File: config.mk
export PLATFORM = sky130hd
export DESIGN_NAME = ultrasonic_echo_ranger
export DESIGN_NICKNAME = d
export VERILOG_FILES = /design/src/sv/uer_pkg.sv /design/src/sv/ultrasonic_echo_ranger.sv
export SDC_FILE = /design/constraint.sdc
export NUM_CORES = 1
export LEC_CHECK = 0
export BUFFER_PORTS_ARGS = -buffer_cell sky130_fd_sc_hd__clkbuf_2
export CAP_MARGIN = 15
export CORE_MARGIN = 2
export CORE_UTILIZATION = 45
export DETAILED_ROUTE_END_ITERATION = 12
export GPL_ROUTABILITY_DRIVEN = 1
export PLACE_DENSITY = 0.64
export SLEW_MARGIN = 20
export SYNTH_ARGS = -nofsm -noshare
export SYNTH_HDL_FRONTEND = slang
export SYNTH_SLANG_ARGS = --single-unit
File: constraint.sdc
create_clock -name clock -period 4.2 [get_ports clock]
set_input_delay 0.21 -clock clock [delete_from_list [all_inputs] [get_ports clock]]
set_output_delay 0.21 -clock clock [all_outputs]
set_load 0.01 [all_outputs]
File: src/sv/uer_pkg.sv
`timescale 1ns / 1ps
// ----------------------------------------------------------------------------
// uer_pkg : shared types and constants of the echo ranger
// Beat payloads, register indexes, status and phase codes, reset values.
// ----------------------------------------------------------------------------
package uer_pkg;

   // configuration register indexes
   localparam int unsigned CsrIdxW = 3;
   localparam logic [CsrIdxW-1:0] CsrEnable      = 3'd0;
   localparam logic [CsrIdxW-1:0] CsrTimeout     = 3'd1;
   localparam logic [CsrIdxW-1:0] CsrTrigLow     = 3'd2;
   localparam logic [CsrIdxW-1:0] CsrTrigHigh    = 3'd3;
   localparam logic [CsrIdxW-1:0] CsrMinPulse    = 3'd4;
   localparam logic [CsrIdxW-1:0] CsrMaxPulse    = 3'd5;
   localparam int unsigned CsrDataW = 17;

   localparam int unsigned TickW = 17;
   localparam int unsigned TrigW = 8;
   localparam int unsigned DistW = 12;
   localparam int unsigned StatW = 3;
   localparam int unsigned PhaseW = 3;

   // reset values
   localparam logic [TickW-1:0] TimeoutRst   = 17'd100000;
   localparam logic [TrigW-1:0] TrigLowRst   = 8'd2;
   localparam logic [TrigW-1:0] TrigHighRst  = 8'd10;
   localparam logic [TickW-1:0] MinPulseRst  = 17'd116;
   localparam logic [TickW-1:0] MaxPulseRst  = 17'd23200;
   localparam logic [TickW-1:0] PulseMax     = 17'h1FFFF;

   // distance = pulse * 10 / 58 = pulse * 5 / 29, kept as running quotient
   localparam int unsigned QuotW = 15;
   localparam int unsigned RemW  = 5;
   localparam logic [RemW-1:0] DistStep = 5'd5;
   localparam logic [RemW-1:0] DistDiv  = 5'd29;
   localparam logic [DistW-1:0] DistSat = 12'd4095;

   // status codes
   localparam logic [StatW-1:0] StatusOk          = 3'd0;
   localparam logic [StatW-1:0] StatusRiseTimeout = 3'd1;
   localparam logic [StatW-1:0] StatusFallTimeout = 3'd2;
   localparam logic [StatW-1:0] StatusRange       = 3'd3;
   localparam logic [StatW-1:0] StatusDisabled    = 3'd4;

   // measurement phases
   localparam logic [PhaseW-1:0] PhIdle     = 3'd0;
   localparam logic [PhaseW-1:0] PhTrigLow  = 3'd1;
   localparam logic [PhaseW-1:0] PhTrigHigh = 3'd2;
   localparam logic [PhaseW-1:0] PhWaitRise = 3'd3;
   localparam logic [PhaseW-1:0] PhWaitFall = 3'd4;

   typedef struct packed {
      logic start_req;
      logic echo_level;
   } req_type;

   typedef struct packed {
      logic             trigger_level;
      logic             busy_res;
      logic             done_res;
      logic [StatW-1:0] status;
      logic [DistW-1:0] distance_mm;
   } rsp_type;

endpackage

File: src/sv/ultrasonic_echo_ranger.sv
`timescale 1ns / 1ps
// ----------------------------------------------------------------------------
// ultrasonic_echo_ranger : trigger/echo range finder, one beat per tick
// Drives the trigger pulse, times the echo and reports status and distance.
// ----------------------------------------------------------------------------
//  channel | direction | handshake          | payload
//  req     | in        | req_valid/req_stall | start_req, echo_level
//  rsp     | out       | rsp_valid/rsp_stall | trigger, busy, done, status, mm
//  csr     | in        | csr_we              | csr_index, csr_wdata
//
//  Every req beat gives exactly one rsp beat, in the next cycle, from a
//  single result register. A req beat is taken in every cycle unless that
//  register holds a beat the sink is stalling, so the rate is one tick per
//  cycle, set by the combinational phase update.
//  Synchronous reset puts the block idle with its configuration and state registers at their defaults.
//  A stall on rsp back-pressures req in the same cycle; nothing is dropped.
// ----------------------------------------------------------------------------
module ultrasonic_echo_ranger (
   input  logic                                clock,
   input  logic                                reset,
   input  logic                                req_valid,
   output logic                                req_stall,
   input  uer_pkg::req_type                    req_data,
   output logic                                rsp_valid,
   input  logic                                rsp_stall,
   output uer_pkg::rsp_type                    rsp_data,
   input  logic                                csr_we,
   input  logic [uer_pkg::CsrIdxW-1:0]         csr_index,
   input  logic [uer_pkg::CsrDataW-1:0]        csr_wdata
);

   // configuration registers
   logic                             enable_ff;
   logic [uer_pkg::TickW-1:0]        timeout_ff;
   logic [uer_pkg::TrigW-1:0]        trig_low_ff;
   logic [uer_pkg::TrigW-1:0]        trig_high_ff;
   logic [uer_pkg::TickW-1:0]        min_pulse_ff;
   logic [uer_pkg::TickW-1:0]        max_pulse_ff;

   // measurement state
   logic [uer_pkg::PhaseW-1:0]       phase_ff,  phase_in;
   logic [uer_pkg::TickW-1:0]        ticks_ff,  ticks_in;
   logic [uer_pkg::TickW-1:0]        pulse_ff,  pulse_in;
   logic [uer_pkg::QuotW-1:0]        quot_ff,   quot_in;
   logic [uer_pkg::RemW-1:0]         rem_ff,    rem_in;
   logic                             trig_ff,   trig_in;

   // result register
   logic                             rsp_valid_ff, rsp_valid_in;
   uer_pkg::rsp_type                 rsp_data_ff,  rsp_data_in;

   logic                             accept;
   logic [uer_pkg::TickW-1:0]        ticks_inc;
   logic [uer_pkg::RemW:0]           rem_sum;
   logic                             done;
   logic [uer_pkg::StatW-1:0]        status;
   logic [uer_pkg::DistW-1:0]        dist_mm;

   // hold req while the result register is full and stalled
   assign req_stall = rsp_valid_ff & rsp_stall;
   assign accept    = req_valid & ~req_stall;

   always_ff @(posedge clock) begin
      if (reset) begin
         enable_ff    <= 1'b0;
         timeout_ff   <= uer_pkg::TimeoutRst;
         trig_low_ff  <= uer_pkg::TrigLowRst;
         trig_high_ff <= uer_pkg::TrigHighRst;
         min_pulse_ff <= uer_pkg::MinPulseRst;
         max_pulse_ff <= uer_pkg::MaxPulseRst;
      end else if (csr_we) begin
         case (csr_index)
            uer_pkg::CsrEnable:   enable_ff    <= csr_wdata[0];
            uer_pkg::CsrTimeout:  timeout_ff   <= csr_wdata[uer_pkg::TickW-1:0];
            uer_pkg::CsrTrigLow:  trig_low_ff  <= csr_wdata[uer_pkg::TrigW-1:0];
            uer_pkg::CsrTrigHigh: trig_high_ff <= csr_wdata[uer_pkg::TrigW-1:0];
            uer_pkg::CsrMinPulse: min_pulse_ff <= csr_wdata[uer_pkg::TickW-1:0];
            uer_pkg::CsrMaxPulse: max_pulse_ff <= csr_wdata[uer_pkg::TickW-1:0];
            default: ;   // drop writes beyond the register list
         endcase
      end
   end

   assign ticks_inc = ticks_ff + uer_pkg::TickW'(1);
   // running remainder of pulse*5/29, one step per counted pulse tick
   assign rem_sum   = {1'b0, rem_ff} + {1'b0, uer_pkg::DistStep};

   // phase update for one tick
   always_comb begin
      phase_in = phase_ff;
      ticks_in = ticks_ff;
      pulse_in = pulse_ff;
      quot_in  = quot_ff;
      rem_in   = rem_ff;
      trig_in  = trig_ff;
      done     = 1'b0;
      status   = uer_pkg::StatusOk;
      dist_mm  = '0;
      case (phase_ff)
         uer_pkg::PhIdle: begin
            if (req_data.start_req) begin
               if (!enable_ff) begin
                  done   = 1'b1;
                  status = uer_pkg::StatusDisabled;
               end else if (trig_low_ff == '0) begin
                  // no low time: trigger rises on the start tick
                  phase_in = uer_pkg::PhTrigHigh;
                  ticks_in = '0;
                  trig_in  = 1'b1;
               end else begin
                  phase_in = uer_pkg::PhTrigLow;
                  ticks_in = '0;
                  trig_in  = 1'b0;
               end
            end
         end
         uer_pkg::PhTrigLow: begin
            ticks_in = ticks_inc;
            if (ticks_inc >= uer_pkg::TickW'(trig_low_ff)) begin
               phase_in = uer_pkg::PhTrigHigh;
               ticks_in = '0;
               trig_in  = 1'b1;
            end
         end
         uer_pkg::PhTrigHigh: begin
            ticks_in = ticks_inc;
            // zero high time behaves as one tick
            if (ticks_inc >= uer_pkg::TickW'(trig_high_ff)) begin
               phase_in = uer_pkg::PhWaitRise;
               ticks_in = '0;
               trig_in  = 1'b0;
            end
         end
         uer_pkg::PhWaitRise: begin
            if (req_data.echo_level) begin
               phase_in = uer_pkg::PhWaitFall;
               ticks_in = '0;
               pulse_in = uer_pkg::TickW'(1);
               quot_in  = '0;
               rem_in   = uer_pkg::DistStep;
            end else if (ticks_ff >= timeout_ff) begin
               phase_in = uer_pkg::PhIdle;
               ticks_in = '0;
               done     = 1'b1;
               status   = uer_pkg::StatusRiseTimeout;
            end else begin
               ticks_in = ticks_inc;
            end
         end
         uer_pkg::PhWaitFall: begin
            if (!req_data.echo_level) begin
               phase_in = uer_pkg::PhIdle;
               ticks_in = '0;
               done     = 1'b1;
               if (pulse_ff < min_pulse_ff || pulse_ff > max_pulse_ff) begin
                  status = uer_pkg::StatusRange;
               end else if (quot_ff > uer_pkg::QuotW'(uer_pkg::DistSat)) begin
                  dist_mm = uer_pkg::DistSat;
               end else begin
                  dist_mm = quot_ff[uer_pkg::DistW-1:0];
               end
            end else if (ticks_ff >= timeout_ff) begin
               phase_in = uer_pkg::PhIdle;
               ticks_in = '0;
               done     = 1'b1;
               status   = uer_pkg::StatusFallTimeout;
            end else begin
               ticks_in = ticks_inc;
               // pulse count saturates; quotient follows it
               if (pulse_ff < uer_pkg::PulseMax) begin
                  pulse_in = pulse_ff + uer_pkg::TickW'(1);
                  if (rem_sum >= {1'b0, uer_pkg::DistDiv}) begin
                     rem_in  = uer_pkg::RemW'(rem_sum - {1'b0, uer_pkg::DistDiv});
                     quot_in = quot_ff + uer_pkg::QuotW'(1);
                  end else begin
                     rem_in  = rem_sum[uer_pkg::RemW-1:0];
                  end
               end
            end
         end
         default: begin
            phase_in = uer_pkg::PhIdle;
            ticks_in = '0;
            trig_in  = 1'b0;
         end
      endcase
   end

   always_comb begin
      rsp_data_in.trigger_level = trig_in;
      rsp_data_in.busy_res      = (phase_in != uer_pkg::PhIdle);
      rsp_data_in.done_res      = done;
      rsp_data_in.status        = status;
      rsp_data_in.distance_mm   = dist_mm;
   end

   // advance state only on an accepted beat
   always_ff @(posedge clock) begin
      if (reset) begin
         phase_ff <= uer_pkg::PhIdle;
         ticks_ff <= '0;
         pulse_ff <= '0;
         quot_ff  <= '0;
         rem_ff   <= '0;
         trig_ff  <= 1'b0;
      end else if (accept) begin
         phase_ff <= phase_in;
         ticks_ff <= ticks_in;
         pulse_ff <= pulse_in;
         quot_ff  <= quot_in;
         rem_ff   <= rem_in;
         trig_ff  <= trig_in;
      end
   end

   always_comb begin
      rsp_valid_in = rsp_valid_ff;
      if (accept) begin
         rsp_valid_in = 1'b1;
      end else if (!rsp_stall) begin
         rsp_valid_in = 1'b0;
      end
   end

   always_ff @(posedge clock) begin
      if (reset) begin
         rsp_valid_ff <= 1'b0;
      end else begin
         rsp_valid_ff <= rsp_valid_in;
      end
   end

   always_ff @(posedge clock) begin
      if (accept) begin
         rsp_data_ff <= rsp_data_in;
      end
   end

   assign rsp_valid = rsp_valid_ff;
   assign rsp_data  = rsp_data_ff;

endmodule

==> results.cfg, run 1 <==
[synthesis]
synth_area_per_cell_um2 = 8.14
synth_adder_area_share_pct = 10.8
ys_warn_count = 0
ys_seq_elements = 145
fraction_of_the_mapped_netlist_area_in_compound_gates_pct = 16.9
synthFlopType = sky130_fd_sc_hd__dfxtp_1
area_fraction_in_and_or_nand_and_nor_cells_after_synthesis_pct = 25.1
synth.mux.area_fraction_pct = 1.22
largest_family_of_logic_cells_by_synthesized_area = simple AND/OR/NAND/NOR gates
post_synth_xor_area_fraction_pct = 2.24
synth_nets = 1108
synthArstFlopShare_pct = 0
syn-cell-area_um2 = 8220
synth.yosys.seq_area_share_pct = 37.5
cells_after_synth = 1010
yosys.cell_types.count = 69
synth_enable_flop_cells = 18

[clock_tree]
cts-root-to-sink-buffers = 2
clk_pin_slew_worst_paths_ns = 0.07
cts.root.buffer_cell = sky130_fd_sc_hd__clkbuf_16
postCtsSetupBuffers = 0
cts_resized = 0
postCtsHoldBufs = 0
worst_skew_pair.late_latency_ns = 0.43
cts-htree-levels = 4
tritoncts_clock_tree = done
numCtsBuffers = 17
cts_num_sinks = 145

[global_route]
globalRouteOverflowTotal = 0
largest_net_degree_at_the_start_of_global_routing = 69
groute.usage.overall_pct = 20.9
number_of_global_route_vias_before_repair = 6308
grt_first_pass_wirelength_um = 32800
number_of_antenna_violations_at_the_first_check_in_global_routing = 0

[cells_and_area]
fillers = 1724
nets = 1128
most_common_library_cell_in_the_layout_ignoring_fill_and_taps = sky130_fd_sc_hd__nand2_1
multi_input_comb_area_um2 = 4620
reg_area_um2 = 3080
area_growth_from_synthesis_to_final_layout_pct = 11.4
mostFrequentLayoutCells = sky130_fd_sc_hd__nand2_1, sky130_fd_sc_hd__dfxtp_1, sky130_fd_sc_hd__nor2_1, sky130_fd_sc_hd__a21oi_1, sky130_fd_sc_hd__inv_1
postLayoutCellArea_um2 = 9160
layout-drive-gt1-share_pct = 10.2
n_antenna_cell = 0

[timing]
setup_viol = 0
slew_headroom_pct = 35.3
setup-tns-final_ns = 0
post-route-period-util_pct = 83.4
timing_hold_violations_final = 0
fin_crit_ns = 3.50
setup_repair_after_global_routing_missed_its_margin = false
max_freq_mhz = 285
skew_ns = 0.0119
worst-slew-pin-transition_ns = 0.968
drv_slew = 0

[placement]
detailedPlacementHpwl_um = 14600
gp_congestion = 0.880
placedInstanceArea_um2 = 8570
placement.io_buffers = 46

[critical_path]
timing.setup.critical_path_class = flip-flop to flip-flop
critPathMaxFanout = 19
timing.critical_path.to_type = flip-flop
worstSetupStartpointType = flip-flop
crit_arrival_ns = 3.88
worst_ep_required_time_ns = 4.58
r2r.worst_path.cells = 13

[route]
routed-via-count = 7005
wl_met3_um = 822
route.met2.wl_um = 8940
route.top_layer_used = met4
detail_route_antenna_nets = 0
post_drt_via_cell_ratio = 5.51
drc = 0
initialDrtViolationCount = 543
routed_metal_1_wirelength_um = 9870
firstDrtPassIters = 5
route.detailed.wl_per_inst_um = 15.7
routed_wl_um = 19900

[power]
p_leak_nw = 3.82
power.ir.vdd_worst_mv = 0.322
power_per_cell_area_nw_per_um2 = 350

[job]
cap_viol_max_count = 0

[outcome]
run_status = finished clean

[die]
chipWidth_um = 139
die_boundary_height_um = 139
die_area_um2 = 19400
floorplan.rows = 49
fp.coreArea_um2 = 18000
boundaryPins = 47
floorplan.initialDensity_pct = 45.8

[hold_path]
min-delay-path-class = primary input to flip-flop
timing.hold.worst_path_depth = 2
[cells by family (layout without fill, tap and decap cells)]
family,count (synthesis),after routing
simple gates,418,418
compound gates,213,213
flops,145,145
buf+inv,132,165
fa+ha+maj,71,71
xor+xnor,21,21
mux,10,10
[metal layers]
layer / track usage, % / vias to the layer above
li1: - / 3583
met5: 0 / -
met4: 6.33 / 0
met1: 30.1 / 3238
met3: 3.14 / 25
met2: 32.5 / 159
[stage by stage]
stage,setup slack [ns],hold slack [ns],power [mW],std cells,util [%]
final,0.696,0.0240,3.21,1272,51.0
after global routing,0.176,0.0337,3.32,1272,51.0
after CTS,0.680,0.00888,3.23,1272,51.0
after detailed placement,0.693,0.448,1.70,1240,47.7
after global placement,0.803,0.443,1.70,1240,47.7
after floorplan,1.11,0.328,1.63,1010,-
[final timing paths]
kind / from / to / slack [ns]
setup / recovery: ticks_ff[0] / ticks_ff[2] / 0.70
hold / removal: csr_wdata[16] / timeout_ff[16] / 0.02
setup reg to reg: ticks_ff[0] / ticks_ff[2] / 0.70
hold reg to reg: timeout_ff[8] / timeout_ff[8] / 0.45
[Yosys cell counts (all sizes together) (15+ instances only)]
master / number / area share, %
clkbuf: 36 / 1.7
nand2: 147 / 6.7
ha: 71 / 11
nand3: 38 / 2.3
or4: 16 / 1.5
nor3: 15 / 1.0
o21ai: 35 / 2.3
edfxtp: 18 / 6.6
nor2: 92 / 4.3
dfxtp: 127 / 31
inv: 83 / 3.8
a21o: 18 / 1.6
a21oi: 90 / 5.5
nand4: 27 / 2.3
[flip-flops by register name, summed over array words and instances, names as in the netlist, 8 cells and up]
signal        flops
quot_ff          15
pulse_ff         17
rsp_data         18
ticks_ff         17
timeout_ff       17
trig_low_ff       8
min_pulse_ff     17
max_pulse_ff     17
trig_high_ff      8
[worst max-delay path, cell delays in order (launching register included)]
cell                        delay [ns]
sky130_fd_sc_hd__dfxtp_1          0.48
sky130_fd_sc_hd__ha_1             0.29
sky130_fd_sc_hd__nand3_1          0.26
sky130_fd_sc_hd__nor2_1           0.19
sky130_fd_sc_hd__xor2_1           0.28
sky130_fd_sc_hd__ha_1             0.30
sky130_fd_sc_hd__o21ai_0          0.14
sky130_fd_sc_hd__nor2_1           0.05
sky130_fd_sc_hd__nor4b_1          0.26
sky130_fd_sc_hd__o21ai_0          0.20
sky130_fd_sc_hd__o2bb2ai_1        0.35
sky130_fd_sc_hd__a31oi_4          0.28
sky130_fd_sc_hd__o21ai_0          0.24
sky130_fd_sc_hd__a21o_1           0.13
[report_power, final]
part | internal [mW] | switching [mW]
clock network | 0.846 | 0.688
registers | 1.44 | 0.0218
logic | 0.0758 | 0.139
[layout make-up]
type | instances | share of cell area (%)
repair buffers | 50 | 2.84
multi-input cells | 733 | 50.5
clock buffers | 17 | 4.64
flip-flops and latches | 145 | 33.6
well taps | 229 | 3.13
clock inverters | 15 | 1.87
inverters | 83 | 3.40
Note: power is estimated with default switching activity, not from simulation.
==> inputs of run 2 (changes only) <==
Clock period 4.2 ns to 3.5 ns, I/O delays scaled along.
==> run 2 against run 1 <==
  * Fmax rose by 11%
  * First-iteration DRC count rose by 10%
  * Global-route usage rose by 0.62 points
  * Sequential power rose by 20%
==> results.cfg, run 2 (synthesized netlist as in run 1, its figures left out) <==
[outcome]
run_status = finished clean

[critical_path]
worstSetupStartpointType = flip-flop
critical-path-top-delay-family = compound AO/OA/AOI/OAI gates
cpPeakStageDelay_ns = 0.51
worst_ep_required_time_ns = 3.82
crit_arrival_ns = 3.48
critPathMaxFanout = 19
cp_num_buf_inv = 1
worst_path_max_delay_cell = sky130_fd_sc_hd__a31oi_4
timing.setup.critical_path_class = flip-flop to flip-flop
timing.critical_path.cells = ha_1 -> nand3_1 -> buf_4 -> nand2b_1 -> nand2_1 -> ha_1 -> o21ai_0 -> a221oi_1 -> o21ai_0 -> o2bb2ai_2 -> a31oi_4 -> nor3b_1 -> a211o_1
timing.critical_path.to_type = flip-flop

[timing]
setup-tns-final_ns = 0
drv_slew = 0
worst-slew-pin-transition_ns = 0.865
setup_viol = 0
post-route-period-util_pct = 90.2
max_freq_mhz = 317
fin_crit_ns = 3.16
setup_repair_after_global_routing_missed_its_margin = false
skew_ns = 0.0107
timing_hold_violations_final = 0
slew_headroom_pct = 42.1

[route]
detail_route_antenna_nets = 0
firstDrtPassIters = 7
drc = 0
routed-via-count = 6999
initialDrtViolationCount = 600
post_drt_via_cell_ratio = 5.44
routed_wl_um = 20400
route.detailed.wl_per_inst_um = 15.9

[power]
power.ir.vdd_worst_mv = 0.344
report.power.total_mw = 3.76
power_per_cell_area_nw_per_um2 = 406
p_leak_nw = 3.87

[cells_and_area]
n_antenna_cell = 0
area_growth_from_synthesis_to_final_layout_pct = 12.6
fillers = 1741
fin_cells = 1287
nets = 1143
largest_register_ff_count = 18
post-route-util_pct = 51.5
most_common_library_cell_in_the_layout_ignoring_fill_and_taps = sky130_fd_sc_hd__nand2_1
mostFrequentLayoutCells = sky130_fd_sc_hd__nand2_1, sky130_fd_sc_hd__dfxtp_1, sky130_fd_sc_hd__nor2_1, sky130_fd_sc_hd__a21oi_1, sky130_fd_sc_hd__inv_1
layout-drive-gt1-share_pct = 11.2

[die]
die_area_um2 = 19400
boundaryPins = 47
floorplan.initialDensity_pct = 45.8
floorplan.rows = 49
fp.coreArea_um2 = 18000
die_boundary_height_um = 139
chipWidth_um = 139

[clock_tree]
worst_skew_pair.late_latency_ns = 0.44
cts-htree-levels = 4
numCtsBuffers = 17
cts_num_sinks = 145
tritoncts_clock_tree = done
clk_pin_slew_worst_paths_ns = 0.07
cts-root-to-sink-buffers = 2
cts.root.buffer_cell = sky130_fd_sc_hd__clkbuf_16

[global_route]
globalRouteOverflowTotal = 0
met2_usage_pct = 33.3
groute.usage.overall_pct = 21.5
largest_net_degree_at_the_start_of_global_routing = 70
grtUsageMet1_pct = 31.0
grt_busiest_layer = met2
groute.layer.met3.usage_pct = 3.73
number_of_global_route_vias_before_repair = 6381
grt_first_pass_wirelength_um = 33500
number_of_antenna_violations_at_the_first_check_in_global_routing = 0

[placement]
gp_congestion = 0.917
dp.cells = 1248
placement.io_buffers = 46
detailedPlacementHpwl_um = 14800

[hold_path]
min-delay-path-class = primary input to flip-flop

[job]
cap_viol_max_count = 0
[run 2: stage by stage]
step	hold WS [ns]	area (µm²)	setup slack, ns
after floorplan	0.293	8220	0.410
after detailed placement	0.432	8630	0.189
after CTS	0.000527	9240	0.168
final	0.00955	9260	0.345
after global routing	0.0146	9260	0.0401
after global placement	0.427	8630	0.312
[run 2: repair_timing]
| item | in CTS | in global routing |
|---|---|---|
| setup buffers | 0 | 1 |
| hold buffers | 6 | 0 |
| endpoints found under the setup margin | 0 | 12 |
| endpoints found under the hold margin | 9 | 0 |
| resized for setup | 0 | 5 |
[run 2: power breakdown]
| group | internal, mW | total [mW] | switching [mW] |
|---|---|---|---|
| registers | 1.72 | 1.75 | 0.0262 |
| logic | 0.0983 | 0.270 | 0.172 |
| clock network | 0.930 | 1.74 | 0.810 |
[run 2: layout make-up]
cell class | instances | area (µm²) | area share, %
Clock buffer | 18 | 429 | 4.63
Sequential cell | 145 | 3090 | 33.3
Multi-Input combinational cell | 733 | 4640 | 50.1
Timing Repair Buffer | 65 | 388 | 4.19
Inverter | 83 | 312 | 3.36
Clock inverter | 14 | 121 | 1.31
Tap cell | 229 | 287 | 3.09
[run 2: path summary, 6_finish.rpt]
kind	start	endpoint	slack (ns)	depth (start not counted)
max	ticks_ff[0]	ticks_ff[16]	0.34	13
min reg2reg	max_pulse_ff[3]	max_pulse_ff[3]	0.45	2
max reg2reg	ticks_ff[0]	ticks_ff[16]	0.34	13
min	csr_wdata[10]	timeout_ff[10]	0.01	2
[run 2: metal layers]
| layer | vias up | wire length (µm) |
|---|---|---|
| li1 | 3613 | - |
| met1 | 3199 | 10100 |
| met2 | 160 | 9100 |
| met3 | 27 | 862 |
| met4 | 0 | 357 |
| met5 | - | 0 |
[run 2: worst register-to-register path: cells and delay by family, from the launching register on]
family / cells / cell delay, ns
simple gates: 4 / 0.49
fa+ha+maj: 2 / 0.58
compound gates: 6 / 1.45
flops: 1 / 0.37
buf+inv: 1 / 0.16
